File: config.mk
export PLATFORM = sky130hd
export DESIGN_NAME = qfv_div_cell
export DESIGN_NICKNAME = d
export VERILOG_FILES = /design/src/rtl/qfv_pkg.sv /design/src/rtl/qfv_div_cell.sv
export SDC_FILE = /design/constraint.sdc
export NUM_CORES = 1
export LEC_CHECK = 0
export ABC_AREA = 1
export BUFFER_PORTS_ARGS = -buffer_cell sky130_fd_sc_hd__buf_2
export CAP_MARGIN = 10
export CORE_MARGIN = 1
export CORE_UTILIZATION = 35
export DETAILED_ROUTE_END_ITERATION = 7
export GPL_TIMING_DRIVEN = 0
export HOLD_SLACK_MARGIN = 0.06
export PLACE_DENSITY = 0.67
export SLEW_MARGIN = 20
export SYNTH_ARGS = -nofsm -noshare
export SYNTH_HDL_FRONTEND = slang
export SYNTH_SLANG_ARGS = --single-unit
File: constraint.sdc
create_clock -name clk -period 3.82 [get_ports clk]
set_input_delay 0.573 -clock clk [delete_from_list [all_inputs] [get_ports clk]]
set_output_delay 0.573 -clock clk [all_outputs]
set_load 0.005 [all_outputs]
File: src/rtl/qfv_pkg.sv
// Package for the quaternion-from-vector-pair unit: widths, CORDIC angle table
// and the elaboration-time CORDIC gain. No dependencies.
package qfv_pkg;

  // Default and maximum number of CORDIC iterations.
  localparam int DEF_CORDIC_STEPS = 16;
  localparam int ATAN_ENTRIES     = 24;

  // Datapath widths.
  localparam int CW     = 36;  // CORDIC x, y and z
  localparam int TW     = 40;  // half angle before range reduction
  localparam int SQ_W   = 64;  // square root operand
  localparam int SQ_STEPS = 32;  // one result bit per cell
  localparam int NW     = 32;  // divisor (norm of the cross product)
  localparam int QW     = 31;  // quotient bits of the unit axis

  // Angle constants in Q.30.
  localparam longint ATAN0   = 64'd843314857;
  localparam longint HALF_PI = 2 * ATAN0;
  localparam longint PI_Q30  = 4 * ATAN0;
  localparam longint TWO_PI  = 8 * ATAN0;

  // atan(2^-i) in Q.30, rounded.
  function automatic logic signed [CW-1:0] atan_q30(input int idx);
    logic signed [CW-1:0] a;
    begin
      unique case (idx)
        0:  a = 36'sd843314857;
        1:  a = 36'sd497837829;
        2:  a = 36'sd263043837;
        3:  a = 36'sd133525159;
        4:  a = 36'sd67021687;
        5:  a = 36'sd33543516;
        6:  a = 36'sd16775851;
        7:  a = 36'sd8388437;
        8:  a = 36'sd4194283;
        9:  a = 36'sd2097149;
        default: a = CW'(64'sd1 <<< (30 - idx));
      endcase
      return a;
    end
  endfunction

  // Reciprocal of the CORDIC gain in Q.30, rounded, for a given iteration count.
  function automatic longint unsigned gain_inv(input int steps);
    longint unsigned g2;
    longint unsigned v;
    longint unsigned res;
    longint unsigned bt;
    longint unsigned num;
    longint unsigned rem;
    longint unsigned q;
    begin
      g2 = 64'd1 << 60;
      for (int i = 0; i < steps; i++) begin
        g2 = g2 + (g2 >> (2 * i));
      end
      v   = g2;
      res = 0;
      bt  = 64'd1 << 62;
      while (bt > v) bt = bt >> 2;
      while (bt != 0) begin
        if (v >= res + bt) begin
          v   = v - (res + bt);
          res = (res >> 1) + bt;
        end else begin
          res = res >> 1;
        end
        bt = bt >> 2;
      end
      num = (64'd1 << 60) + (res >> 1);
      rem = 0;
      q   = 0;
      for (int i = 61; i >= 0; i--) begin
        rem = {rem[62:0], num[i]};
        if (rem >= res) begin
          rem  = rem - res;
          q[i] = 1'b1;
        end
      end
      return q;
    end
  endfunction

endpackage

File: src/rtl/qfv_div_cell.sv
// One quotient bit of a pipelined restoring divider.
// Depends on qfv_pkg.
module qfv_div_cell
  import qfv_pkg::*;
(
  input  logic          clk,
  input  logic          en,
  input  logic [NW-1:0] rem_in,
  input  logic [QW-1:0] low_in,
  input  logic [QW-1:0] quo_in,
  input  logic [NW-1:0] den_in,
  output logic [NW-1:0] rem_out,
  output logic [QW-1:0] low_out,
  output logic [QW-1:0] quo_out,
  output logic [NW-1:0] den_out
);

  logic [NW:0] part;

  assign part = {rem_in, low_in[QW-1]};

  // Bring down the next dividend bit and subtract the divisor when it fits.
  always_ff @(posedge clk) begin
    if (en) begin
      low_out <= low_in << 1;
      den_out <= den_in;
      if (part >= {1'b0, den_in}) begin
        rem_out <= NW'(part - {1'b0, den_in});
        quo_out <= {quo_in[QW-2:0], 1'b1};
      end else begin
        rem_out <= part[NW-1:0];
        quo_out <= {quo_in[QW-2:0], 1'b0};
      end
    end
  end

endmodule

# [After elaboration in Yosys (flattened, before gate mapping)]
# Index checks and enable logic that the tools add are counted.
# W data, S select, Z words.
[totals] register_bits=125 input_bits=128 output_inout_bits=126 wordCells=8
[op_classes] add_sub_neg=1 order_cmp=1 n_mux=2
[ops] operator="$ge A33 B32 Y1" count=1
[ops] operator="$mux W32" count=1
[ops] operator="$sub A32 B32 Y32" count=1
[ops] operator="$mux W1" count=1

# [Longest topological paths before layout]
[depth] depth_word=2 mapped_depth=16 ltp_nobuf=14

# [Least setup slack after synthesis]
# OpenSTA, ideal clock, no wires.
[synth_path] path_type="input -> register" startpoint="in low_in[30]" endpoint="reg rem_out[16] (data pin)" setup_time_ns=0.252 arrival_time_ns=1.933 required_ns=3.568 setup_slack_ns=1.634 cell_stages=13 path_buffers=0 path_cell_list="inv_1 > ha_1 > fa_1 > inv_1 > nand3_1 > nand3_1 > nand2_1 > nand3_1 > nand3_1 > nand2_1 > nand2_1 > nand3_2 > nand2_1"
[synth_between] elab_chain_len=2 word_cells_on_any_way=3 cone_classes="1 x add/sub; 1 x order compare; 1 x mux"
[synth_rtl] element="from (decl)" line_no="qfv_div_cell.sv:9" source="input logic [QW-1:0] low_in,"
[synth_rtl] element="$sub A32 B32 Y32 or $ge A33 B32 Y1 (tied branches)" line_no="qfv_div_cell.sv:28, qfv_div_cell.sv:27"
[synth_rtl] element="$mux W32 *" line_no="qfv_div_cell.sv:27" source="if (part >= {1'b0, den_in}) begin"
[synth_rtl] element="to (signal assigned)" line_no="qfv_div_cell.sv:28" source="rem_out <= NW'(part - {1'b0, den_in});"
[synth_rtl] element="to (signal assigned)" line_no="qfv_div_cell.sv:31" source="rem_out <= part[NW-1:0];"
[synth_rtl] element="to (decl)" line_no="qfv_div_cell.sv:12" source="output logic [NW-1:0] rem_out,"
# Mark *: on every way between the ends. The rest lies on a longest branch, timed or not.
# A chain may end at the register's enable or synchronous reset.

# [Final worst setup path]
[layout_path] startpoint="in den_in[23]" endpoint="reg rem_out[2] (data pin)"
[layout_between] elab_chain_len=2
[layout_rtl] element="from (decl)" line_no="qfv_div_cell.sv:11" source="input logic [NW-1:0] den_in,"
[layout_rtl] element="$ge A33 B32 Y1" line_no="qfv_div_cell.sv:27"
[layout_rtl] element="$mux W32" line_no="qfv_div_cell.sv:27"
# No other way between the ends.

==> metrics.yaml <==
cap_violations: 0
dp_slack_ns: 1.09
fin_cells: 1328
io_pins: 254
grt_pass1_wl_um: 28800
place_hpwl_um: 15100
mostFrequentLayoutCells: "nand2_1 (276), buf_2 (257), inv_1 (149)"
area_growth_pct: 31.6
dr.pass1.iters: 5
clk_path_buf_depth: 2
synth_top_flop_cell: "edfxtp_1"
synth_area_sq_mm: 0.00696
synth_xor_area_share_pct: 1.76
numPlacedInstances: 1296
overflow: 0
finalMaxSlewViolations: 0
avgViaCountPerCell: 4.38
worst-endpoint-arrival_ns: 2.44
fmax_mhz: 441
layout_commonest_cell: "nand2_1"
endpoint_kind: "flip-flop"
leakagePower_nw: 4.72
rsz0062_at_grt: "no"
synth_cell_types: 31
min_period_ns: 2.27
yosys.area_share.simple_pct: 27.0
cts_setup_buffers: 0
hp-class: "input pin to flip-flop"
io_buffers: 251
clock-root-buffer: "clkbuf_16"
clk_pin_slew_ns: 0.07
cts.repair.resized: 0
fin_crit_sh_pct: 59.3
setup_tns_ns: 0
syn_nets: 940
drtIter0Drc: 277
vias: 5820
postCtsHoldBufs: 0
grt_max_degree: 80
cp_max_fo: 10
die_area_sq_mm: 0.0205
synth_edf_count: 125
drc: 0
routed_wl_um: 18900
power_mw: 4.06
die_h_um: 143
synthAdderAreaFrac_pct: 6.04
synth_top_family_by_area: "simple AND/OR/NAND/NOR gates"
start_kind: "input pin"
required_ns: 4.00
cts_made_buffers: 17
core_area_sq_mm: 0.0195
drive_gt1_share_pct: 30.8
initial_utilization_pct: 35.8
grt_pass1_vias: 5547
timing.hold.ws_ns: 0.321
synth_compound_area_share_pct: 1.76
critPathKind: "input pin to flip-flop"
gp_congestion: 0.839
finalInstanceArea_sq_mm: 0.00916
ys_seq_area_share_pct: 53.9
layout.nets: 1211
antenna_left: 0
outcome: "complete, no violations"
power.density_mw_per_mm2: 443
yosysWarnings: 0
finalHoldViolCount: 0
gr-usage-all-layers_pct: 18.9
setup_viol: 0
grt_antenna_before_repair: 0
htreeDepth: 4
final_core_util_pct: 47.1
setup_ws_ns: 1.55
syn_inst: 779
die_w_um: 143
synth_mux_area_share_pct: 0
tritoncts: "built"
ys_ff_latch: 125
antennaDiodeCount: 0
async_flop_share_pct: 0
clock-sinks: 125
ir_drop_uv: 295
placed_area_sq_mm: 0.00858
wl_per_cell_um: 14.2
syn_area_per_cell_sq_um: 8.93
rows: 51
## worst max-delay path, stage by stage
cell,delay [ns]
buf_2,0.09
inv_1,0.04
ha_1,0.39
nand2_1,0.12
nor2_1,0.23
nand2_1,0.15
nor2_2,0.18
nand2_1,0.08
nand3_1,0.12
nor2_4,0.08
buf_2,0.23
nand3_1,0.12
nand2_1,0.06
## power by group
part	total [mW]	internal [mW]	switching [mW]	leakage (nW)
Combinational	0.758	0.307	0.451	3.22
Clock	1.60	0.920	0.678	0.283
Sequential	1.70	1.67	0.0310	1.22
## final timing paths
path | end | from | cells after the start | slack (ns)
min | quo_out[23] | quo_in[22] | 1 | 0.32
max | rem_out[2] | den_in[23] | 13 | 1.55
## cell usage after synthesis (5+ instances only)
cell type	n	share of area, %
a21oi_1	21	1.5
and2_1	8	0.72
nand3b_1	10	1.1
buf_2	7	0.50
nand3_1	52	3.7
nor2_2	5	0.45
nand2_1	276	15
nor3_1	6	0.43
xor2_1	13	1.6
nand3_2	16	2.3
edfxtp_1	125	54
inv_1	149	8.0
ha_1	32	5.8
nor2_1	34	1.8
## cells by family (layout without fill, tap and decap cells)
| kind of cell | Yosys count | in the layout |
|---|---|---|
| flops | 125 | 125 |
| fa+ha+maj | 33 | 33 |
| xor+xnor | 14 | 14 |
| buf+inv | 163 | 447 |
| other cells | 1 | 1 |
| simple gates | 419 | 419 |
| compound gates | 24 | 24 |
## layer usage
metal | wire (um) | GRT usage [%]
met5 | 0 | 0
met3 | 1280 | 4.69
met2 | 9550 | 33.9
met4 | 211 | 5.43
met1 | 7890 | 22.1
## sequential cells by signal, indices dropped and copies added, names as in the netlist
register and count:
den_out 32, quo_out 31, rem_out 32, low_out 30
## layout make-up
cell class                      count  area, sq um
Tap cell                          265          332
Timing Repair Buffer              252         1290
Sequential cell                   125         3750
Clock buffer                       17          425
Buffer                             11         88.8
Inverter                          152          571
Fill cell                        1914        10300
Clock inverter                     15          154
Multi-Input combinational cell    491         2550
No activity file was read; power rests on OpenSTA's default activity.
