<file path="src/rtl/qfv_pkg.sv">
// Package for the quaternion-from-vector-pair unit: widths, CORDIC angle table
// and the elaboration-time CORDIC gain. No dependencies.
package qfv_pkg;

  // Default and maximum number of CORDIC iterations.
  localparam int DEF_CORDIC_STEPS = 16;
  localparam int ATAN_ENTRIES     = 24;

  // Datapath widths.
  localparam int CW     = 36;  // CORDIC x, y and z
  localparam int TW     = 40;  // half angle before range reduction
  localparam int SQ_W   = 64;  // square root operand
  localparam int SQ_STEPS = 32;  // one result bit per cell
  localparam int NW     = 32;  // divisor (norm of the cross product)
  localparam int QW     = 31;  // quotient bits of the unit axis

  // Angle constants in Q.30.
  localparam longint ATAN0   = 64'd843314857;
  localparam longint HALF_PI = 2 * ATAN0;
  localparam longint PI_Q30  = 4 * ATAN0;
  localparam longint TWO_PI  = 8 * ATAN0;

  // atan(2^-i) in Q.30, rounded.
  function automatic logic signed [CW-1:0] atan_q30(input int idx);
    logic signed [CW-1:0] a;
    begin
      unique case (idx)
        0:  a = 36'sd843314857;
        1:  a = 36'sd497837829;
        2:  a = 36'sd263043837;
        3:  a = 36'sd133525159;
        4:  a = 36'sd67021687;
        5:  a = 36'sd33543516;
        6:  a = 36'sd16775851;
        7:  a = 36'sd8388437;
        8:  a = 36'sd4194283;
        9:  a = 36'sd2097149;
        default: a = CW'(64'sd1 <<< (30 - idx));
      endcase
      return a;
    end
  endfunction

  // Reciprocal of the CORDIC gain in Q.30, rounded, for a given iteration count.
  function automatic longint unsigned gain_inv(input int steps);
    longint unsigned g2;
    longint unsigned v;
    longint unsigned res;
    longint unsigned bt;
    longint unsigned num;
    longint unsigned rem;
    longint unsigned q;
    begin
      g2 = 64'd1 << 60;
      for (int i = 0; i < steps; i++) begin
        g2 = g2 + (g2 >> (2 * i));
      end
      v   = g2;
      res = 0;
      bt  = 64'd1 << 62;
      while (bt > v) bt = bt >> 2;
      while (bt != 0) begin
        if (v >= res + bt) begin
          v   = v - (res + bt);
          res = (res >> 1) + bt;
        end else begin
          res = res >> 1;
        end
        bt = bt >> 2;
      end
      num = (64'd1 << 60) + (res >> 1);
      rem = 0;
      q   = 0;
      for (int i = 61; i >= 0; i--) begin
        rem = {rem[62:0], num[i]};
        if (rem >= res) begin
          rem  = rem - res;
          q[i] = 1'b1;
        end
      end
      return q;
    end
  endfunction

endpackage

</file>
<file path="src/rtl/qfv_sqrt_cell.sv">
// One digit of a pipelined integer square root of a 64-bit operand.
// Depends on qfv_pkg.
module qfv_sqrt_cell
  import qfv_pkg::*;
#(
  parameter int IDX = 0
) (
  input  logic            clk,
  input  logic            en,
  input  logic [SQ_W-1:0] v_in,
  input  logic [SQ_W-1:0] res_in,
  output logic [SQ_W-1:0] v_out,
  output logic [SQ_W-1:0] res_out
);

  localparam logic [SQ_W-1:0] BIT = SQ_W'(64'd1 << (62 - 2 * IDX));

  logic [SQ_W:0] trial;

  assign trial = {1'b0, res_in} + {1'b0, BIT};

  // Subtract the trial value when it fits and set this result bit.
  always_ff @(posedge clk) begin
    if (en) begin
      if ({1'b0, v_in} >= trial) begin
        v_out   <= v_in - trial[SQ_W-1:0];
        res_out <= (res_in >> 1) + BIT;
      end else begin
        v_out   <= v_in;
        res_out <= res_in >> 1;
      end
    end
  end

endmodule

</file>
<file path="config.mk">
export PLATFORM = sky130hd
export DESIGN_NAME = qfv_sqrt_cell
export DESIGN_NICKNAME = d
export VERILOG_FILES = /design/src/rtl/qfv_pkg.sv /design/src/rtl/qfv_sqrt_cell.sv
export SDC_FILE = /design/constraint.sdc
export NUM_CORES = 1
export LEC_CHECK = 0
export ABC_AREA = 1
export BUFFER_PORTS_ARGS = -buffer_cell sky130_fd_sc_hd__buf_2
export CAP_MARGIN = 20
export CORE_ASPECT_RATIO = 0.5
export CORE_MARGIN = 4
export CORE_UTILIZATION = 25
export CTS_BUF_LIST = sky130_fd_sc_hd__clkbuf_8
export CTS_CLUSTER_SIZE = 20
export DETAILED_ROUTE_END_ITERATION = 8
export PLACE_DENSITY = 0.54
export SLEW_MARGIN = 10
export SYNTH_ARGS = -nofsm -noshare
export SYNTH_HDL_FRONTEND = slang
export SYNTH_SLANG_ARGS = --single-unit
</file>
<file path="constraint.sdc">
create_clock -name clk -period 5.56 [get_ports clk]
set_input_delay 1.39 -clock clk [delete_from_list [all_inputs] [get_ports clk]]
set_output_delay 1.39 -clock clk [all_outputs]
set_load 0.005 [all_outputs]
</file>
== After elaboration in Yosys (flattened, before gate mapping) ==
Index checks and enable logic that the tools add are counted.
Word-level totals
  RAM bits: 0
  word-level logic and storage cells: 9
  bits in registers: 128
  output and inout port bits: 128
  latch bits: 0
  input port bits: 130
  memories: 0
  memory bits (read-only): 0
Cells by class
  shift operators: 0
  reductions and logical operators: 0
  order comparisons: 1
  $add $sub $neg: 3
  eq/ne operators: 0
  bitwise logic cells: 0
  divide/modulo/power cells: 0
  muxes and demuxes: 2
  multipliers: 0
Operators by type and width (count)
  64-bit by 63-bit adder with 65-bit output, second input constant: 1
  64-bit by 65-bit >= comparator with 1-bit output: 1
  63-bit by 63-bit adder with 64-bit output, second input constant: 1
  64-bit two-way mux: 1
  64-bit subtractor: 1
  63-bit two-way mux: 1

== Depth between registers and ports, before layout ==
Gate-level depths: netlist of the first run.
  depth in word-level cells: 3
  depth in mapped cells: 18
  gate-level depth less buffers: 16

== Least setup slack after synthesis of the first run ==
Ideal clock, no wire load.
  path kind: input to register
  start: input port res_in[62]
  end: register v_out[54], data pin
  setup time: 0.253 ns
  arrival time: 2.986 ns
  setup slack: 2.321 ns
  required time: 5.307 ns
  stages: 12
  path buffers: 2
  path through: ha_1 > inv_1 > ha_1 > nand2_1 > nor2_1 > nand2_1 > nor4_2 > nand2_2 > buf_6 > buf_2 > nand3_1 > nand2_1
Between the ends
  cells in the longest elaborated chain, start to end: 3
Ends and longest elaborated chain
  start: declaration: line qfv_sqrt_cell.sv:11  | input logic [SQ_W-1:0] res_in,
  64-bit by 63-bit adder with 65-bit output: line qfv_sqrt_cell.sv:20  | assign trial = {1'b0, res_in} + {1'b0, BIT};
  64-bit by 65-bit >= comparator with 1-bit output: line qfv_sqrt_cell.sv:25  | if ({1'b0, v_in} >= trial) begin
  64-bit two-way mux: line qfv_sqrt_cell.sv:25
  end signal: assignment: line qfv_sqrt_cell.sv:26  | v_out <= v_in - trial[SQ_W-1:0];
  end signal: assignment: line qfv_sqrt_cell.sv:29  | v_out <= v_in;
  end: declaration: line qfv_sqrt_cell.sv:12  | output logic [SQ_W-1:0] v_out,
Every way passes these cells.
A chain may end at the register's enable or synchronous reset.

== Final worst setup path of the first run ==
  start: input port res_in[52]
  end: register v_out[20], data pin
The elaborated chain is that of the path after synthesis.

==> results of run 1 <==
==> cell usage after synthesis, drive strengths merged <==
library cell,instances
nand2,733
and3,3
edfxtp,128
buf,21
xor2,30
inv,409
nand3,133
nand4,7
nor4,6
fa,1
ha,65
or2,1
nor3,8
a21oi,43
nand3b,15
nor3b,1
clkinv,1
and2,1
nor2,117
xnor2,1
o21ai,8
==> sequential cells by signal (all words and copies together), names as in the netlist <==
signal and count:
res_out 64, v_out 64
==> kinds of logic (layout without fill, tap and decap cells) <==
family	count (synthesis)	in the layout	synth area share [%]
AOI/OAI and AO/OA	51	51	2.328
xor gates and xnor gates	31	31	2.441
adders and majority gates	66	66	7.491
buffers and inverters	431	699	15.18
DFF	128	128	34.55
other	0	1	0
and+or+nand+nor	1025	1025	38.00
==> power breakdown <==
group | internal [uW] | leakage [uW] | switching (uW) | total, uW
logic | 353 | 0.00621 | 695 | 1050
registers | 1200 | 0.00125 | 24.8 | 1220
clock network | 377 | 0.000176 | 409 | 786
total | 1930 | 0.00763 | 1130 | 3060
==> stage by stage <==
step	setup slack (ns)	total power (uW)	util, %	cells
2_1_floorplan	2.321	1871	-	1732
3_3_place_gp	1.168	2296	29.81	2560
6_report	1.752	3059	30.58	2589
4_1_cts	1.766	3096	30.58	2588
5_1_grt	1.533	3270	30.58	2589
3_5_place_dp	1.231	2299	29.81	2560
==> worst max-delay path, delay by kind of cell <==
kind                     cells  cell delay, ns
adder cells (fa/ha/maj)      1            0.37
buffers and inverters        3            0.46
AND/OR/NAND/NOR             10            1.91
==> final cells by class <==
class | count | area [um^2] | area share [%]
flip-flops and latches | 128 | 3844 | 28.71
clock inverters | 11 | 102.6 | 0.7663
well taps | 588 | 735.7 | 5.495
inverters | 410 | 1539 | 11.49
clock buffers | 17 | 234.0 | 1.747
repair buffers | 261 | 1335 | 9.971
diodes | 1 | 2.502 | 0.01869
multi-input cells | 1173 | 5597 | 41.80
==> worst paths after layout <==
| kind | startpoint | cells after the start | to |
|---|---|---|---|
| max | res_in[52] | 14 | v_out[20] |
| min | res_in[14] | 1 | res_out[13] |
==> layer usage <==
metal	share of wire [%]	routed length [um]	up-vias
met5	0	0	-
met2	46	19770	269
met3	5.3	2282	19
met1	48	20600	5172
li1	-	-	5754
met4	0.82	354	0
==> summary by stage, run 1 <==
Synth
The sequential-to-total area share from yosys stat is around a third. Synthesis produced a netlist whose cell count is around 1,700. The biggest area contributor in the post-synthesis netlist is edfxtp_1.

In this run the biggest area consumer among cell types represents 34.55% of the synthesized area. The synthesized netlist contains 31 unique library cells. After synthesis, the cell types taking the most area are edfxtp_1 35%, nand2_1 24%, inv_1 13%. After synthesis the cells add up to 0.01112 mm^2. During synthesis, Yosys emitted a total of 0 warnings. The number of nets in the synthesized netlist is just under 2,000.

The synthesized flop and latch total is about 130. Each instance of the synthesized netlist takes up on average ~6.4 um^2.

Layout
Cells with a size suffix above 1 make up between 10% and 20% of the layout. The final instance area is approximately 0.013 mm^2. In the layout the commonest cells are 725 x nand2_1, 399 x inv_1, 256 x buf_2.

The area overhead of the layout relative to synthesis is 20.36%. The most common cell after layout, fill and taps aside is nand2_1. At the end of the flow, the number of nets in the layout was between 2,000 and 2,500. After filler insertion, the fill cell instance count of the layout stands at around 5,000.

Floorplan
The initial utilization of the core area, before any placement, comes to 25.41%. After floorplanning, the core was divided into between 50 and 60 placement rows. Measured along the y axis, the die boundary spans 157.2 um.

The core region is between 0.04 and 0.05 mm^2. The die covers slightly below 0.05 mm^2. The number of placed I/O pins is between 200 and 300.

The die is between 300 and 400 um wide.

Placement
The number of I/O port buffers is between 200 and 300. Routability-driven placement finished with a final weighted congestion of about 1. The HPWL reported at the end of detailed placement is about 36 mm. The placed cell area is around 0.013 mm^2.

STA
The number of hold violations in the final report is 0. Timing would allow up to about 260 MHz. Setup repair after global routing left no endpoint under its margin. The final period utilization is slightly below 70%.

Setup violations remaining at the end of the flow were counted as 0. The final critical path time including I/O delays and setup is 3.808 ns. The setup TNS is 0 ns.

The transition time at the pin with the least slew margin is ~0.8 ns. The worst pin sits at a relative slew slack of between 40% and 50%. The minimum hold slack is roughly 1.1 ns.

The final max-slew violation count is 0.

Worst setup path
The startpoint type of the worst setup path is a primary input. The endpoint arrival time on the critical path is 4.19 ns. Along the worst path, the maximum fanout reaches 53.

The cell occurring most often along the worst timing path is nand2_1. The signal on the critical path passes through buf_2 > inv_1 > ha_1 > nand2_1 > nor2_1 > nand2_1 > nor3b_1 > nand3_1 > nand2_1 > nor2_4 > nand2_4 > buf_4 > nand2_1 > nand2_1. The largest single stage delay on the critical path is between 0.4 and 0.5 ns. The worst setup path is captured at a flip-flop.

The cell with the biggest individual delay on the critical path is nand2_4. The required arrival time at the worst endpoint is between 5 and 6 ns. The critical path start-end classification is primary input to flip-flop.

GRT
The via count of the first global-routing pass is 10,710. The global-route track usage on met1 is around a quarter. The residual overflow from global routing is 0. The met3 usage in global routing is under 10%. The largest net degree at the start of global routing is 129. After global routing, the most crowded layer is met2. The met2 global-route usage is between 20% and 30%.

The overall global routing resource usage is 17.60%. The first global-routing pass estimated between 60 and 70 mm of wire. The initial antenna violation count came to 1.

Drt
The total iterations of the first detailed-routing run is 5. The final layout contains routed wiring with a total length of around 43 mm. After detailed routing, the number of vias per cell comes to approximately 4.3.

After the first detailed-routing iteration, the DRC count stood at between 800 and 900. The residual antenna-violating net count after detailed routing is 0. After detailed routing, the number of remaining DRC violations is 0.

The via total after detailed routing is 11,210. In the final routed layout, each cell accounts on average for 16.61 um.

Pwr
The leakage power figure is around 0.0076 uW. The maximum vdd ir drop is 0.0001632 V. The power per cell area is between 200 and 250 mW/mm^2.

Clock network
The number of gates resized after CTS was 0. The H-tree depth is 4. The number of buffers on the longest clock path is 2. Once the clock tree was built, the setup fixing pass inserted 0 buffers. TritonCTS built the clock tree. The total clock sinks is approximately 130. The number of buffers created by CTS is 17. Clock-pin slew was measured on the worst setup and hold paths at approximately 0.080 ns. The cell sitting at the root of the clock tree is a clkbuf_8.

The number of hold buffers added after CTS was 0.

Outcome
The flow ran to the end, and the final reports show no timing, DRC or antenna violations.

Worst hold path
In this run the worst hold path is classified as primary input to flip-flop.

Flow run
The count of max-cap constraint violations is 0.
Note: power is estimated with default switching activity, not from simulation.
==> run 2: changes to the inputs <==
- PLACE_DENSITY: 0.54 -> 0.56
- clock period: 5.56 -> 3.5 ns (I/O delays scaled with it)
==> run 2 against run 1 <==
Net effect:
- utilization up 0.85 points
- global-route usage down 0.33 points
- critical path depth up 1
- non-clock buffer count up 36
- sequential power up 60%
==> summary by stage, run 2 (synthesis results as in run 1) <==
Floorplan
The die footprint is 0.04814 mm^2. The effective utilization at floorplan is approximately a quarter. The chip height is 157.2 um. The initialized floorplan defines between 50 and 60 standard-cell rows.

The width of the die is ~310 um. The number of placed I/O pins is roughly 260. In this run the standard cell core region covers about 0.044 mm^2.

Layout
The net count reported at finish is approximately 2,200. Leaving out filler cells and counting taps, the final layout contains approximately 2,600. In the final layout, the share of cells above drive strength 1 is between 10% and 20%. Leaving out fill and tap cells, the most frequent cells in the layout are 725 x nand2_1, 399 x inv_1, 256 x buf_2. The area growth from synthesis to layout is 23.71%. The largest registers in the layout are res_out: 64 flops, v_out: 64 flops. Leaving out fill and tap cells, the most frequent cell in the layout is nand2_1.

The final instance area is about 0.014 mm^2.

Worst hold path
The min-delay analysis places its worst path in the category primary input to flip-flop.

Drt
The via total after detailed routing is 11,370. Dividing the detail-routed wire length by the instance count gives 16.19 um. The initial DRC count is 899.

In the routed layout, each cell is associated on average with a via count of 4.322. The overall routed net length is 42.59 mm. The total iterations of the first detailed-routing run is 5. The final routed DRC violation total is 0. The residual antenna-violating net count after detailed routing is 0.

Clock network
TritonCTS built the clock tree. The number of clock buffers added by TritonCTS is 17. In this run the clock root is driven by a clkbuf_8.

The count of buffers added by post-CTS timing repair for setup is 0. Buffers inserted to repair hold after CTS numbered 0. The clock drives about 130 sinks. Clock-pin slew was measured on the worst setup and hold paths at ~0.1 ns.

The post-cts repair resize count is 0. The number of buffers on the longest clock path is 2. The H-tree depth is 4.

Placement
The pre-CTS setup slack is 0.04865 ns. After legalization and detailed placement, the total HPWL measured 36.21 mm. The placed instances occupy a cell area of around 0.013 mm^2.

Routability-driven placement finished with a final weighted congestion of 0.9525. The total instance count after detailed placement is roughly 2,600. The number of I/O port buffers is roughly 260.

STA
The number of hold violations in the final report is 0. The final max-slew violation count is 0. Setup violations remaining at the end of the flow were counted as 0. Setup repair after global routing left no endpoint under its margin. For the final routed database, the setup TNS stands at 0 ns. At the pin with the least slew margin, the transition time is 0.5076 ns. The minimum setup slack in the final design is slightly above 0.4 ns. The worst slew margin relative to its limit is ~66%. The maximum clock frequency is ~320 MHz. The worst path uses between 80% and 90% of the clock period. The final critical path time including I/O delays and setup is between 3 and 4 ns.

Worst setup path
The endpoint arrival time on the critical path is about 3.3 ns. Along the worst path, the maximum fanout reaches 37. The critical path contains buffers and inverters numbering 5 combined.

The cell occurring most often along the worst timing path is nand2_1. The kind of end point of the critical path is a flip-flop. The critical path goes through buf_2 > inv_1 > ha_1 > nand2_1 > nor2_1 > nand2_1 > clkinv_1 > nand2_1 > nand2_1 > inv_1 > nand2_1 > nand2_2 > buf_4 > nand3_1 > nand2_1. The largest incremental delay on the critical path is ~0.36 ns.

The cell family with the largest share of critical-path delay is simple AND/OR/NAND/NOR gates. The critical path start-end classification is primary input to flip-flop. The worst setup path is launched from a primary input. The cell with the biggest individual delay on the critical path is ha_1. STA puts the critical path data required time at 3.75 ns.

GRT
The initial antenna violation count was 4. Entering global routing, the biggest net connects 73 pins. The via count of the first global-routing pass is about 11,000.

The overall global routing resource usage is approximately 17%. The residual overflow from global routing is 0. The first-pass GRT wire length is between 60 and 70 mm.

Pwr
For this design the ratio of total power to cell area is 362.1 mW/mm^2. The worst-case IR drop observed on VDD is roughly 0.00017 V. The leakage power figure is 0.007849 uW.

Outcome
The flow ran to the end, and the final reports show no timing, DRC or antenna violations.

Flow run
The tool flagged a number of max-cap violations equal to 0.
==> run 2: changes by cell type in the layout (fill, tap and decap cells not counted) <==
cell,change
clkinv_1,-3
clkinv_2,-2
buf_4,+31
inv_6,+3
diode_2,+2
buf_12,+5
clkinv_4,+6
bufinv_16,-1
clkinvlp_4,+1
==> run 2: worst paths after layout <==
check	startpoint	endpoint	slack, ns	cells past startpoint
hold / removal	res_in[59]	res_out[58]	0.55	1
setup / recovery	res_in[32]	v_out[26]	0.41	15
==> run 2: cell type report <==
type | count | area [um^2]
Antenna cell | 3 | 7.507
Clock buffer | 17 | 234.0
Clock inverter | 15 | 137.6
Fill cell | 5032 | 30020
Inverter | 410 | 1539
Multi-Input combinational cell | 1173 | 5597
Sequential cell | 128 | 3844
Tap cell | 588 | 735.7
Timing Repair Buffer | 297 | 1668
==> run 2: where the power goes <==
group          internal [uW]  switching (uW)  leakage [uW]
sequential              1910            43.8       0.00125
combinational            622            1110       0.00641
clock                    566             732      0.000188
total                   3090            1890       0.00785
==> run 2: routing by layer <==
layer / track usage (%) / part of all wire [%] / up-vias
li1: - / - / 5843
met1: 23.85 / 47 / 5229
met2: 28.28 / 46 / 261
met3: 2.985 / 5.2 / 35
met4: 4.190 / 1.6 / 2
met5: 0 / 0.031 / -
==> run 2: per-stage QoR <==
stage | power (uW) | hold WS [ns] | utilization [%]
detailed placement | 3714 | 1.067 | 30.57
global placement | 3705 | 1.067 | 30.57
finish | 4983 | 0.5468 | 31.43
floorplan | 2972 | 0.9739 | -
CTS | 5025 | 0.5047 | 31.42
global route | 5301 | 0.5121 | 31.43
